[src/sv/bhc_pkg.sv]
// Shared types and constants for the binned histogram counter.
// No dependencies.
`default_nettype none
package bhc_pkg;
    localparam logic [1:0] ACT_ADD_VALUE = 2'd0;
    localparam logic [1:0] ACT_ADD_BIN   = 2'd1;
    localparam logic [1:0] ACT_READ_BIN  = 2'd2;

    localparam logic [1:0] PLACE_INSIDE = 2'd0;
    localparam logic [1:0] PLACE_BELOW  = 2'd1;
    localparam logic [1:0] PLACE_ABOVE  = 2'd2;

    localparam logic [1:0] REG_RANGE_MIN = 2'd0;
    localparam logic [1:0] REG_BIN_WIDTH = 2'd1;
    localparam logic [1:0] REG_BINS_USED = 2'd2;

    typedef struct packed {
        logic [1:0]         action;
        logic signed [31:0] sample_value;
        logic signed [31:0] bin_select;
    } t_in_item;

    typedef struct packed {
        logic signed [32:0] computed_bin;
        logic [1:0]         placement;
        logic [31:0]        bin_count;
        logic [31:0]        total_entries;
        logic [31:0]        underflow_total;
        logic [31:0]        overflow_total;
    } t_out_item;

    // controller -> datapath commands
    typedef struct packed {
        logic load;      // capture input item, start division
        logic div_step;  // one restoring division step
        logic resolve;   // form bin index and placement, issue RAM read
        logic update;    // write back counters, build result
        logic clr_step;  // clearing pass: zero one RAM entry
    } t_cmd;

    // datapath -> controller status
    typedef struct packed {
        logic is_divide;
        logic div_last;
        logic clr_last;
    } t_sts;
endpackage
`default_nettype wire

[src/sv/bhc_ctrl.sv]
// Controller for the binned histogram counter.
// Depends on bhc_pkg.
`default_nettype none
module bhc_ctrl (
    input  wire            i_clk,
    input  wire            i_rst_n,
    input  wire            i_in_valid,
    output logic           o_in_ready,
    output logic           o_out_valid,
    input  wire            i_out_ready,
    output bhc_pkg::t_cmd  o_cmd,
    input  bhc_pkg::t_sts  i_sts
);
    localparam logic [2:0] ST_CLEAR   = 3'd0;
    localparam logic [2:0] ST_IDLE    = 3'd1;
    localparam logic [2:0] ST_DIVIDE  = 3'd2;
    localparam logic [2:0] ST_RESOLVE = 3'd3;
    localparam logic [2:0] ST_READ    = 3'd4;
    localparam logic [2:0] ST_UPDATE  = 3'd5;
    localparam logic [2:0] ST_OUT     = 3'd6;

    logic [2:0] r_state, n_state;
    logic       w_accept;

    assign o_in_ready  = (r_state == ST_IDLE);
    assign o_out_valid = (r_state == ST_OUT);
    assign w_accept    = i_in_valid && o_in_ready;

    always_comb begin
        n_state = r_state;
        o_cmd   = '0;
        unique case (r_state)
            ST_CLEAR: begin
                o_cmd.clr_step = 1'b1;
                if (i_sts.clr_last) n_state = ST_IDLE;
            end
            ST_IDLE: begin
                if (w_accept) begin
                    o_cmd.load = 1'b1;
                    n_state    = ST_DIVIDE;
                end
            end
            ST_DIVIDE: begin
                if (!i_sts.is_divide) begin
                    n_state = ST_RESOLVE;
                end else begin
                    o_cmd.div_step = 1'b1;
                    if (i_sts.div_last) n_state = ST_RESOLVE;
                end
            end
            ST_RESOLVE: begin
                o_cmd.resolve = 1'b1;
                n_state       = ST_READ;
            end
            ST_READ: n_state = ST_UPDATE;
            ST_UPDATE: begin
                o_cmd.update = 1'b1;
                n_state      = ST_OUT;
            end
            ST_OUT: begin
                if (i_out_ready) n_state = ST_IDLE;
            end
            default: n_state = ST_IDLE;
        endcase
    end

    always_ff @(posedge i_clk) begin
        if (!i_rst_n) begin
            r_state <= ST_CLEAR;
        end else begin
            r_state <= n_state;
        end
    end
endmodule
`default_nettype wire

[config.mk]
export PLATFORM = sky130hd
export DESIGN_NAME = bhc_ctrl
export DESIGN_NICKNAME = d
export VERILOG_FILES = /design/src/sv/bhc_pkg.sv /design/src/sv/bhc_ctrl.sv
export SDC_FILE = /design/constraint.sdc
export NUM_CORES = 1
export LEC_CHECK = 0
export ABC_AREA = 1
export BUFFER_PORTS_ARGS = -buffer_cell sky130_fd_sc_hd__buf_2
export CORE_AREA = 2 2 39 41
export CTS_BUF_LIST = sky130_fd_sc_hd__clkbuf_8 sky130_fd_sc_hd__clkbuf_16
export CTS_CLUSTER_SIZE = 28
export DETAILED_ROUTE_END_ITERATION = 12
export DIE_AREA = 0 0 41 43
export GPL_TIMING_DRIVEN = 0
export PLACE_DENSITY = 0.4
export REMOVE_ABC_BUFFERS = 1
export SYNTH_ARGS = -nofsm -noshare
export SYNTH_HDL_FRONTEND = slang
export SYNTH_SLANG_ARGS = --single-unit
[constraint.sdc]
create_clock -name i_clk -period 1.76 [get_ports i_clk]
set_input_delay 0.264 -clock i_clk [delete_from_list [all_inputs] [get_ports i_clk]]
set_output_delay 0.264 -clock i_clk [all_outputs]
set_load 0.01 [all_outputs]
==> reports/metrics.yaml <==
status:
  status: "finished clean"
synth:
  synth_area_leaders: "dfxtp_1 (24%), inv_1 (15%), nor2_1 (11%), nand3_1 (8.1%), nor2_2 (7.6%)"
  synth_top_area_frac: 0.244
  yosys_warnings: 0
  synthesis.area_um2: 246
  synth.avg_cell_area_um2: 6.01
  syn_inst: 41
  seq_area_frac_synth: 0.244
  yosysUniqueCellTypes: 14
  ys_ff_latch: 3
  synth_top_cell_by_area: "dfxtp_1"
pwr:
  cellLeakagePower_nw: 0.219
  p_total_w: 0.000477
  max-vdd-ir-drop_v: 0.000340
  power_density_mw_per_mm2: 1270
setup_path:
  start_kind: "flip-flop"
  crit_path_max_fanout: 7
  worstPathCellList: "inv_1, nor4_1, buf_2"
  cp_slowest_cell: "dfxtp_1"
  cpPeakStageDelay_ns: 0.45
  endpoint_kind: "output port"
  r2r_cells: 5
  criticalPathCategory: "reg -> out"
  r2r-end: "r_state[1]$_SDFFE_PN0P_"
  rr_startpoint: "r_state[1]$_SDFFE_PN0P_"
  cp.arrival_ns: 1.17
  cp.required_ns: 1.50
  reg2reg_slack_ns: 0.64
clocking:
  cts_root_buf: "clkbuf_8"
  cts_sinks: 3
  htreeDepth: 1
  clk_latency_ns: 0.21
  cts_buffer_depth: 2
  cts_tree: "built"
  clkSlewWorstSetupHoldPaths_ns: 0.03
  post_cts.repair.setup_buffers: 0
  cts_buffers: 3
  cts_hold_buf: 0
  cts_resized: 0
timing:
  rsz0062_at_grt: "no"
  tns_ns: 0
  worst_slack_ns: 0.327
  worstMarginPinSlew_ns: 0.259
  hold_ws_ns: 0.281
  finalCritPeriodShare: 0.814
  post-route-min-period_ns: 1.43
  drv_slew: 0
  fin_skew_ns: 0.000982
  maxSlewHeadroom: 0.827
  fmax_mhz: 698
  hold_violations: 0
  setup_violations: 0
die:
  ioPinCount: 14
  die_w_um: 41
  rows: 14
  start_util: 0.178
  coreArea_mm2: 0.00138
  dieArea_mm2: 0.00176
  die_h_um: 43
global_routing:
  grt_util_all_layers: 0.0922
  grt_overflow_total: 0
  grt_pass1_wl_mm: 1.06
  antenna_found_initial: 0
  grt_max_degree: 8
  grt_pass1_vias: 268
worst_hold_path:
  holdPathStages: 3
  hp-start: "i_rst_n"
  hold_class: "in -> reg"
  min_to: "r_state[0]$_SDFFE_PN0P_"
place:
  dp.cells: 70
  dp_worst_setup_slack_ns: 0.529
  gp_congestion: 0.604
  port_buffers: 13
  dp_hpwl_um: 511
routing:
  antenna_left: 0
  drc: 0
  dr.first_iter.drc_count: 1
  route.vias.total: 305
  wl_per_cell_um: 8.49
  viasPerCell: 4.12
  finalWirelength_um: 628
  first_pass_iters: 2
layout:
  fin_cells: 74
  diodes: 0
  top_regs: "r_state: 3 flops"
  final_nets: 66
  seq_area_um2: 60.1
  fill_cells: 162
  multi_input_area_um2: 145
  syn_to_final_growth_pct: 52.8
  top_register: "r_state"
  drive_above_1_share: 0.414
  largest_register_ffs: 3
job:
  max_cap_violations: 0
[worst max-delay path by stage]
stage          depth (start not counted)                    start       end
3_5_place_dp                           3  r_state[1]$_SDFFE_PN0P_  o_cmd[3]
3_3_place_gp                           3  r_state[1]$_SDFFE_PN0P_  o_cmd[3]
2_1_floorplan                          2  r_state[1]$_SDFFE_PN0P_  o_cmd[3]
6_report                               3  r_state[1]$_SDFFE_PN0P_  o_cmd[3]
5_1_grt                                3  r_state[1]$_SDFFE_PN0P_  o_cmd[3]
4_1_cts                                3  r_state[1]$_SDFFE_PN0P_  o_cmd[3]
[worst max-delay path: cells and delay by family, from the launching register on]
| family | cells | cell delay, ns |
|---|---|---|
| buffers and inverters | 2 | 0.28 |
| AND/OR/NAND/NOR | 1 | 0.22 |
| flip-flops | 1 | 0.45 |
[final cells by class]
cell class	count	area share
clock buffers	3	0.110
clock inverters	1	0.00997
inverters	11	0.110
multi-input cells	27	0.385
flip-flops and latches	3	0.159
well taps	16	0.0532
repair buffers	13	0.173
[cells in the mapped netlist]
library cell / count
nand3_1: 4
a21oi_2: 1
inv_1: 10
nand2_2: 2
o211ai_1: 1
inv_2: 1
a21oi_1: 3
nor2_2: 3
nor2_1: 7
dfxtp_1: 3
nor4_1: 1
nand2_1: 3
a21boi_1: 1
o21bai_2: 1
[layer usage]
metal	up-vias	track usage	part of all wire
met5	-	0	0
met2	7	0.141	0.55
met4	0	0.0800	0
li1	162	-	-
met1	136	0.0927	0.40
met3	0	0.0314	0.046
[cell usage in the layout (no fill, tap or decap)]
cell type	instances
inv_2	1
clkbuf_8	3
nor4_1	1
a21oi_1	3
nor2_1	7
buf_2	13
nand2_2	2
a21oi_2	1
nand3_1	4
o21bai_2	1
a21boi_1	1
dfxtp_1	3
nor2_2	3
inv_1	11
nand2_1	3
o211ai_1	1
[report_power, final]
part / switching (W) / leakage, nW / internal (W)
sequential: 0.0000279 / 0.0247 / 0.0000839
clock: 0.0000419 / 0.0269 / 0.000148
combinational: 0.000106 / 0.168 / 0.0000694
total: 0.000176 / 0.219 / 0.000301
[cell families (layout without fill, tap and decap cells)]
| family | Yosys count | in the layout | share of synthesized area |
|---|---|---|---|
| buffers and inverters | 11 | 28 | 0.168 |
| flip-flops | 3 | 3 | 0.244 |
| AND/OR/NAND/NOR | 20 | 20 | 0.386 |
| AO/OA/AOI/OAI | 7 | 7 | 0.203 |
[metrics by stage]
| stage | util | instance area [µm²] |
|---|---|---|
| floorplan | - | 246 |
| global placement | 0.240 | 332 |
| detailed placement | 0.240 | 332 |
| CTS | 0.272 | 377 |
| global route | 0.272 | 377 |
| finish | 0.272 | 377 |
Power figures use the tool's default switching activity.
